**config.mk**
```make
export PLATFORM = sky130hd
export DESIGN_NAME = stepper_move_queue_step_timer
export DESIGN_NICKNAME = d
export VERILOG_FILES = /design/src/design/smq_pkg.sv /design/src/design/smq_datapath.sv /design/src/design/smq_ctrl.sv /design/src/design/stepper_move_queue_step_timer.sv
export SDC_FILE = /design/constraint.sdc
export NUM_CORES = 2
export LEC_CHECK = 0
export BUFFER_PORTS_ARGS = -buffer_cell sky130_fd_sc_hd__buf_2
export CORE_ASPECT_RATIO = 0.9
export CORE_UTILIZATION = 50
export CTS_CLUSTER_DIAMETER = 30
export DETAILED_ROUTE_END_ITERATION = 12
export GPL_TIMING_DRIVEN = 0
export HOLD_SLACK_MARGIN = 0.12
export PLACE_DENSITY = 0.75
export SYNTH_ARGS = -nofsm -noshare
export SYNTH_HDL_FRONTEND = slang
export SYNTH_SLANG_ARGS = --single-unit
export TNS_END_PERCENT = 5
```
**constraint.sdc**
```tcl
create_clock -name clk -period 7.3 [get_ports clk]
set_input_delay 0 -clock clk [delete_from_list [all_inputs] [get_ports clk]]
set_output_delay 0 -clock clk [all_outputs]
set_load 0.02 [all_outputs]
```
**src/design/smq_pkg.sv**
```systemverilog
// ---------------------------------------------------------------------------
// smq_pkg: shared types and constants of the stepper move queue
// Word layouts, operation codes and the command and status bundles that
// pass between the controller and the datapath.
// ---------------------------------------------------------------------------
package smq_pkg;

	localparam int QUEUE_DEPTH        = 16;
	localparam int MAX_STEPS_PER_TICK = 16;

	localparam int QIDX_W      = (QUEUE_DEPTH > 1) ? $clog2(QUEUE_DEPTH) : 1;
	localparam int LEVEL_W     = $clog2(QUEUE_DEPTH + 1);
	localparam int LEVEL_OUT_W = 5;
	localparam int NSTEP_W     = $clog2(MAX_STEPS_PER_TICK + 1);

	localparam logic [QIDX_W-1:0]  QIDX_LAST  = QIDX_W'(QUEUE_DEPTH - 1);
	localparam logic [LEVEL_W-1:0] LEVEL_FULL = LEVEL_W'(QUEUE_DEPTH);
	localparam logic [NSTEP_W-1:0] STEP_CAP   = NSTEP_W'(MAX_STEPS_PER_TICK);

	typedef enum logic [1:0] {
		OP_PUSH  = 2'd0,
		OP_TICK  = 2'd1,
		OP_FLUSH = 2'd2,
		OP_NONE  = 2'd3
	} op_t;

	typedef struct packed {
		logic [1:0]         operation;
		logic [31:0]        step_interval;
		logic [15:0]        step_total;
		logic signed [15:0] interval_add;
		logic               move_reverse;
		logic [31:0]        now_time;
	} in_word_t;

	typedef struct packed {
		logic                     step_pulse;
		logic                     step_reverse;
		logic signed [31:0]       position_steps;
		logic [LEVEL_OUT_W-1:0]   queue_level;
		logic                     push_rejected;
		logic                     moving;
		logic                     last;
	} out_word_t;

	// Controller to datapath.
	typedef struct packed {
		logic accept;      // latch tick time and push status
		logic push;        // store a move
		logic flush;       // empty queue, end active move
		logic step;        // issue one step
		logic emit_mid;    // output the previous step word, not final
		logic fetch;       // pop next move if the active one is exhausted
		logic emit_last;   // output the final word of the item
		logic final_pulse; // the final word is a step word
	} smq_cmd_t;

	// Datapath to controller.
	typedef struct packed {
		logic step_ok;     // steps left and due time reached
	} smq_status_t;

endpackage

```
**src/design/smq_datapath.sv**
```systemverilog
// ---------------------------------------------------------------------------
// smq_datapath: move store, active move registers and output register
// Holds the ring of queued moves, the active move, the due time and the
// position, and forms every output word.
// ---------------------------------------------------------------------------
module smq_datapath (
	input  logic                 clk,
	input  logic                 arst_n,
	input  smq_pkg::in_word_t    request,
	input  smq_pkg::smq_cmd_t    cmd,
	output smq_pkg::smq_status_t status,
	output logic                 result_strobe,
	output smq_pkg::out_word_t   result
);

	logic [31:0] interval_mem [smq_pkg::QUEUE_DEPTH];
	logic [32:0] cad_mem [smq_pkg::QUEUE_DEPTH];
	logic [31:0] rd_interval_q;
	logic [32:0] rd_cad_q;

	logic [smq_pkg::QIDX_W-1:0]  wr_idx_q, rd_idx_q;
	logic [smq_pkg::LEVEL_W-1:0] level_q;
	logic [31:0]                 interval_q;
	logic [15:0]                 count_q;
	logic [15:0]                 add_q;
	logic                        reverse_q;
	logic [31:0]                 due_q;
	logic signed [31:0]          position_q;
	logic [31:0]                 now_q;
	logic                        rej_q;
	logic                        step_rev_q;
	logic                        strobe_q;
	smq_pkg::out_word_t          result_q;

	logic                        full;
	logic [31:0]                 since_due;
	logic [31:0]                 add_ext;
	logic [31:0]                 level_ext;
	logic [smq_pkg::LEVEL_OUT_W-1:0] level_out;

	function automatic logic [smq_pkg::QIDX_W-1:0] wrap_next(
		input logic [smq_pkg::QIDX_W-1:0] idx);
		logic [smq_pkg::QIDX_W-1:0] nxt;
		nxt = (idx == smq_pkg::QIDX_LAST) ? '0 : idx + 1'b1;
		return nxt;
	endfunction

	assign full      = (level_q == smq_pkg::LEVEL_FULL);
	assign since_due = now_q - due_q;
	assign add_ext   = {{16{add_q[15]}}, add_q};
	assign level_ext = {{(32-smq_pkg::LEVEL_W){1'b0}}, level_q};
	assign level_out = level_ext[smq_pkg::LEVEL_OUT_W-1:0];

	assign status.step_ok = (count_q != 16'd0) && !since_due[31];

	// Move store: no reset, entries are read only after being written.
	always_ff @(posedge clk) begin
		if (cmd.push && !full) begin
			interval_mem[wr_idx_q] <= request.step_interval;
			cad_mem[wr_idx_q]      <= {request.move_reverse, request.interval_add,
				request.step_total};
		end
		rd_interval_q <= interval_mem[rd_idx_q];
		rd_cad_q      <= cad_mem[rd_idx_q];
	end

	always_ff @(posedge clk or negedge arst_n) begin
		if (!arst_n) begin
			wr_idx_q   <= '0;
			rd_idx_q   <= '0;
			level_q    <= '0;
			interval_q <= '1;
			count_q    <= '0;
			add_q      <= '0;
			reverse_q  <= 1'b0;
			due_q      <= '0;
			position_q <= '0;
			rej_q      <= 1'b0;
			step_rev_q <= 1'b0;
			strobe_q   <= 1'b0;
		end else begin
			strobe_q <= cmd.emit_mid || cmd.emit_last;
			if (cmd.accept) begin
				rej_q <= cmd.push && full;
			end
			if (cmd.push && !full) begin
				wr_idx_q <= wrap_next(wr_idx_q);
				level_q  <= level_q + 1'b1;
			end
			if (cmd.flush) begin
				level_q    <= '0;
				rd_idx_q   <= wr_idx_q;
				interval_q <= '1;
				count_q    <= '0;
				add_q      <= '0;
				reverse_q  <= 1'b0;
			end
			if (cmd.step) begin
				position_q <= reverse_q ? position_q - 32'sd1 : position_q + 32'sd1;
				due_q      <= due_q + interval_q;
				interval_q <= interval_q + add_ext;
				count_q    <= count_q - 16'd1;
				step_rev_q <= reverse_q;
			end
			if (cmd.fetch && count_q == 16'd0) begin
				if (level_q != '0) begin
					interval_q <= rd_interval_q;
					count_q    <= rd_cad_q[15:0];
					add_q      <= rd_cad_q[31:16];
					reverse_q  <= rd_cad_q[32];
					level_q    <= level_q - 1'b1;
					rd_idx_q   <= wrap_next(rd_idx_q);
				end else begin
					interval_q <= '1;
					count_q    <= '0;
					add_q      <= '0;
					reverse_q  <= 1'b0;
				end
			end
		end
	end

	always_ff @(posedge clk) begin
		if (cmd.accept) begin
			now_q <= request.now_time;
		end
		if (cmd.emit_mid) begin
			// The previous step left steps behind, otherwise no new step runs.
			result_q.step_pulse     <= 1'b1;
			result_q.step_reverse   <= step_rev_q;
			result_q.position_steps <= position_q;
			result_q.queue_level    <= level_out;
			result_q.push_rejected  <= 1'b0;
			result_q.moving         <= 1'b1;
			result_q.last           <= 1'b0;
		end else if (cmd.emit_last) begin
			result_q.step_pulse     <= cmd.final_pulse;
			result_q.step_reverse   <= cmd.final_pulse && step_rev_q;
			result_q.position_steps <= position_q;
			result_q.queue_level    <= level_out;
			result_q.push_rejected  <= rej_q;
			result_q.moving         <= (count_q != 16'd0);
			result_q.last           <= 1'b1;
		end
	end

	assign result_strobe = strobe_q;
	assign result        = result_q;

endmodule

```
**src/design/smq_ctrl.sv**
```systemverilog
// ---------------------------------------------------------------------------
// smq_ctrl: sequencer of the stepper move queue
// Decodes each accepted word and steps the datapath through stepping,
// move fetch and the final response.
// ---------------------------------------------------------------------------
module smq_ctrl (
	input  logic                 clk,
	input  logic                 arst_n,
	input  logic                 start,
	input  logic [1:0]           operation,
	input  smq_pkg::smq_status_t status,
	output logic                 busy,
	output smq_pkg::smq_cmd_t    cmd
);

	typedef enum logic [3:0] {
		S_IDLE  = 4'b0001,
		S_TICK  = 4'b0010,
		S_FETCH = 4'b0100,
		S_RESP  = 4'b1000
	} state_t;

	state_t                      state_q, state_d;
	logic [smq_pkg::NSTEP_W-1:0] nsteps_q;
	logic                        accept;
	logic                        do_step;

	assign busy    = (state_q != S_IDLE);
	assign accept  = start && !busy;
	assign do_step = (state_q == S_TICK) && status.step_ok && (nsteps_q < smq_pkg::STEP_CAP);

	always_comb begin
		cmd             = '0;
		cmd.accept      = accept;
		cmd.push        = accept && (operation == smq_pkg::OP_PUSH);
		cmd.flush       = accept && (operation == smq_pkg::OP_FLUSH);
		cmd.step        = do_step;
		cmd.emit_mid    = do_step && (nsteps_q != '0);
		cmd.fetch       = (state_q == S_FETCH);
		cmd.emit_last   = (state_q == S_RESP);
		cmd.final_pulse = (nsteps_q != '0);
	end

	always_comb begin
		state_d = state_q;
		unique case (state_q)
			S_IDLE: begin
				if (accept) begin
					state_d = (operation == smq_pkg::OP_TICK) ? S_TICK : S_RESP;
				end
			end
			S_TICK: begin
				if (!do_step) begin
					state_d = S_FETCH;
				end
			end
			S_FETCH: state_d = S_RESP;
			S_RESP:  state_d = S_IDLE;
			default: state_d = S_IDLE;
		endcase
	end

	always_ff @(posedge clk or negedge arst_n) begin
		if (!arst_n) begin
			state_q  <= S_IDLE;
			nsteps_q <= '0;
		end else begin
			state_q <= state_d;
			if (accept) begin
				nsteps_q <= '0;
			end else if (do_step) begin
				nsteps_q <= nsteps_q + 1'b1;
			end
		end
	end

endmodule

```
**src/design/stepper_move_queue_step_timer.sv**
```systemverilog
// ---------------------------------------------------------------------------
// stepper_move_queue_step_timer: step generator behind a ring queue of moves
// Queues moves, issues due steps on each time tick and pops the next move
// when the active one is exhausted.
// ---------------------------------------------------------------------------
// Usage: a word on request is taken at a rising edge where start is high and
// busy is low. Its operation field selects push move, time tick or flush;
// any other code only answers. Every word yields one or more result words on
// result, each shown for exactly one cycle with result_strobe high; the final
// word of the request has last set. The receiver cannot stall this port, so
// no result word is ever held back.
// Sequence: push, flush and unknown codes give a single result, and busy
// drops together with that result. A tick issues its steps (at most
// MAX_STEPS_PER_TICK) one at a time through the shared add and compare
// datapath, then sees that no further step runs, does the move fetch from
// the registered queue read port and gives the response.
// Step words come out one per cycle while stepping continues.
// Reset: arst_n clears the queue indices, the level, the position and the due
// time, and idles the active move; stored moves are not cleared.
// ---------------------------------------------------------------------------
module stepper_move_queue_step_timer (
	input  logic               clk,
	input  logic               arst_n,
	input  logic               start,
	output logic               busy,
	input  smq_pkg::in_word_t  request,
	output logic               result_strobe,
	output smq_pkg::out_word_t result
);

	smq_pkg::smq_cmd_t    cmd;
	smq_pkg::smq_status_t status;

	// The sequencer decides, per cycle, which datapath action runs.
	smq_ctrl u_ctrl (
		.clk       (clk),
		.arst_n    (arst_n),
		.start     (start),
		.operation (request.operation),
		.status    (status),
		.busy      (busy),
		.cmd       (cmd)
	);

	// The datapath holds all move state and the registered output word.
	smq_datapath u_datapath (
		.clk           (clk),
		.arst_n        (arst_n),
		.request       (request),
		.cmd           (cmd),
		.status        (status),
		.result_strobe (result_strobe),
		.result        (result)
	);

	// An accepted word always keeps the block busy in the next cycle.
	assert property (@(posedge clk) disable iff (!arst_n)
		start && !busy |=> busy)
		else $error("block not busy after accepting a word");

	// The final word of a request is never directly followed by another word.
	assert property (@(posedge clk) disable iff (!arst_n)
		result_strobe && result.last |=> !result_strobe)
		else $error("result word right after a final word");

	// A word that carries no step is always the only and final one.
	assert property (@(posedge clk) disable iff (!arst_n)
		result_strobe && !result.step_pulse |-> result.last)
		else $error("non-step word not marked final");

	// A rejected push answers with a single plain word.
	assert property (@(posedge clk) disable iff (!arst_n)
		result_strobe && result.push_rejected |-> result.last && !result.step_pulse)
		else $error("rejected push word malformed");

endmodule
```
==> metrics.yaml <==
hold_violations: 0
viasPerCell: 6.152
io_buffers: 145
postCtsSetupRepairBufs: 0
synth_most_common_cell: "edfxtp_1"
placed_area_um2: 58030
route.detailed.drc: 0
grt_pass1_wl_mm: 215.9
slew_headroom_pct: 12.23
cp-end-kind: "register"
syn_area_um2: 54910
design_area_um2: 66640
antenna_left: 0
worst_ep_required_time_ns: 7.77
hold_class: "primary input to register"
crit_arrival_ns: 4.92
yosysWarnings: 0
rows: 114
area_delta_synth_final_pct: 21.36
synthTopCellsByCount: "edfxtp_1 (1,110), mux4_2 (325), nand2_1 (210), o21ai_0 (174)"
ys.flop_type: "edfxtp_1"
fin_nets: 3882
yosys.area.top_type: "edfxtp_1"
rsz0062_at_grt: "no"
path_clk_slew_ns: 0.06
core_area_um2: 108100
root_buffer: "clkbuf_16"
crit_type: "register to register"
first_pass_iters: 8
final.min_clock_period_ns: 4.443
ys_ff_latch: 1333
dp_hpwl_mm: 81.49
max_clock_freq_mhz: 225.1
maxCapViolations: 0
finalCritPeriodShare_pct: 60.86
power_density_nw_per_um2: 389.1
slew_violations: 0
grt_pass1_vias: 32970
grt_max_degree: 84
clock-sinks: 1333
tightest_slew_ns: 1.317
antenna_found_initial: 15
initial_utilization_pct: 50.79
start_kind: "register"
ir_worst_vdd_mv: 0.2315
p_leak_nw: 23.40
synth-seq-area-share_pct: 70.31
crit_fanout: 40
cts_buffers: 192
cts_tree: "built"
synth.distinct_cells: 81
fp.dieH_um: 316.4
vias: 32410
clockBufferDepth: 3
design.portCount: 146
dieArea_um2: 111200
status: "completed"
drive_gt1_share_pct: 23.75
synth_area_leaders: "edfxtp_1 (61%), mux4_2 (13%), dfrtp_1 (5.5%), ha_1 (3.0%), dfxtp_1 (2.5%)"
die_w_um: 351.3
gp_congestion: 0.8913
async_flop_share_pct: 11.55
first_iter_violations: 3747
clock_latency_ns: 0.82
synthCells: 3110
fin_skew_ns: 0.06885
grt_overflow: 0
setup_viol_count_final: 0
htree_levels: 4
avgSynthCellArea_um2: 17.66
finalWirelength_mm: 148.1
grt_usage_pct: 27.01
wl_per_cell_um: 28.11
yosysTopAreaCellShare_pct: 60.70
synth_edf_count: 1110
synth.net_count: 3347
holdWs_ns: 0.1557
-- critical path, stage by stage (launching register included) --
cell     delay (ns)
dfstp_2        0.53
nor2b_1        0.26
nand3_1        0.27
inv_2          0.71
nand3_1        0.54
nor3_1         0.59
and2_4         0.81
buf_12         0.35
-- registers in the layout, indices dropped and copies added, names as in the netlist, 32 cells and up --
| signal | count |
|---|---|
| u_datapath.rd_cad_q | 33 |
| u_datapath.position_q | 32 |
| u_datapath.rd_interval_q | 32 |
| u_datapath.interval_mem | 512 |
| u_datapath.result | 42 |
| u_datapath.now_q | 32 |
| u_datapath.due_q | 32 |
| u_datapath.interval_q | 32 |
| u_datapath.cad_mem | 528 |
-- path summary, 6_finish.rpt --
path,to,cells after the start,from,slack [ns]
max,u_datapath.interval_mem[3][25],7,u_ctrl.state_q[0],2.86
min,u_datapath.cad_mem[10][23],2,request[40],0.16
max reg2reg,u_datapath.interval_mem[3][25],7,u_ctrl.state_q[0],2.86
min reg2reg,u_datapath.add_q[4],1,u_datapath.rd_cad_q[20],0.45
max in group asynchronous,u_datapath.interval_q[8],4,arst_n,6.40
min in group asynchronous,u_datapath.interval_q[23],3,arst_n,0.40
-- placed cells by master, fill, tap and decap left out, types with 69 or more instances in the layout --
master            n
dfrtp_1         121
nor2_1           88
a21oi_1         132
dfxtp_1          69
edfxtp_1       1110
o21ai_0         174
mux4_2          325
dlygate4sd3_1   176
clkbuf_1        119
clkbuf_16       196
buf_2           162
nand2_1         210
ha_1            132
inv_1            69
-- cell families (layout without fill, tap and decap cells) --
| kind of cell | count (synthesis) | after routing | share of synthesized area [%] |
|---|---|---|---|
| AO/OA/AOI/OAI | 514 | 514 | 5.808 |
| XOR/XNOR | 90 | 90 | 1.435 |
| adder cells (fa/ha/maj) | 135 | 135 | 3.117 |
| buffers and inverters | 206 | 910 | 1.490 |
| flip-flops | 1333 | 1333 | 70.31 |
| multiplexers | 330 | 330 | 13.45 |
| other | 0 | 5 | 0 |
| AND/OR/NAND/NOR | 502 | 502 | 4.386 |
-- final cells by class --
type	count	area (µm²)
fillers	7527	41480
flip-flops and latches	1333	38610
multi-input cells	1571	15550
clock buffers	221	5019
repair buffers	341	3025
well taps	1450	1814
clock inverters	142	1797
plain buffers	136	555.5
inverters	70	262.8
diodes	5	12.51
-- where the power goes --
group          switching [W]  internal [W]  total, W  leakage (nW)
Combinational        0.00364       0.00296   0.00660          7.55
Sequential          0.000684       0.00899   0.00968          12.6
Clock                0.00366       0.00599   0.00965          3.27
Total                0.00799        0.0179    0.0259          23.4
-- repair_timing --
action                                  4_1_cts  5_1_grt
hold endpoints to repair                   1243        0
gates resized for setup                       0        0
hold buffers                                177        0
endpoints found under the setup margin        0        0
-- layer usage --
| layer | GRT usage (%) | routed length (µm) | up-vias |
|---|---|---|---|
| li1 | - | - | 13560 |
| met1 | 36.22 | 56360 | 16500 |
| met2 | 42.73 | 70460 | 1969 |
| met3 | 6.605 | 15840 | 373 |
| met4 | 10.89 | 5353 | 16 |
| met5 | 0 | 104 | - |
-- per-stage QoR --
| step | cells | utilization (%) | setup WS [ns] | power [W] | setup TNS, ns |
|---|---|---|---|---|---|
| after floorplan | 3110 | - | 2.225 | 0.01405 | 0 |
| after global placement | 4705 | 53.14 | -1.859 | 0.01594 | -119.98 |
| after detailed placement | 4724 | 53.67 | 2.879 | 0.01610 | 0 |
| after CTS | 5264 | 61.63 | 2.849 | 0.02594 | 0 |
| after global routing | 5268 | 61.64 | 2.675 | 0.02686 | 0 |
| final | 5269 | 61.64 | 2.857 | 0.02593 | 0 |
No activity file was read; power rests on OpenSTA's default activity.
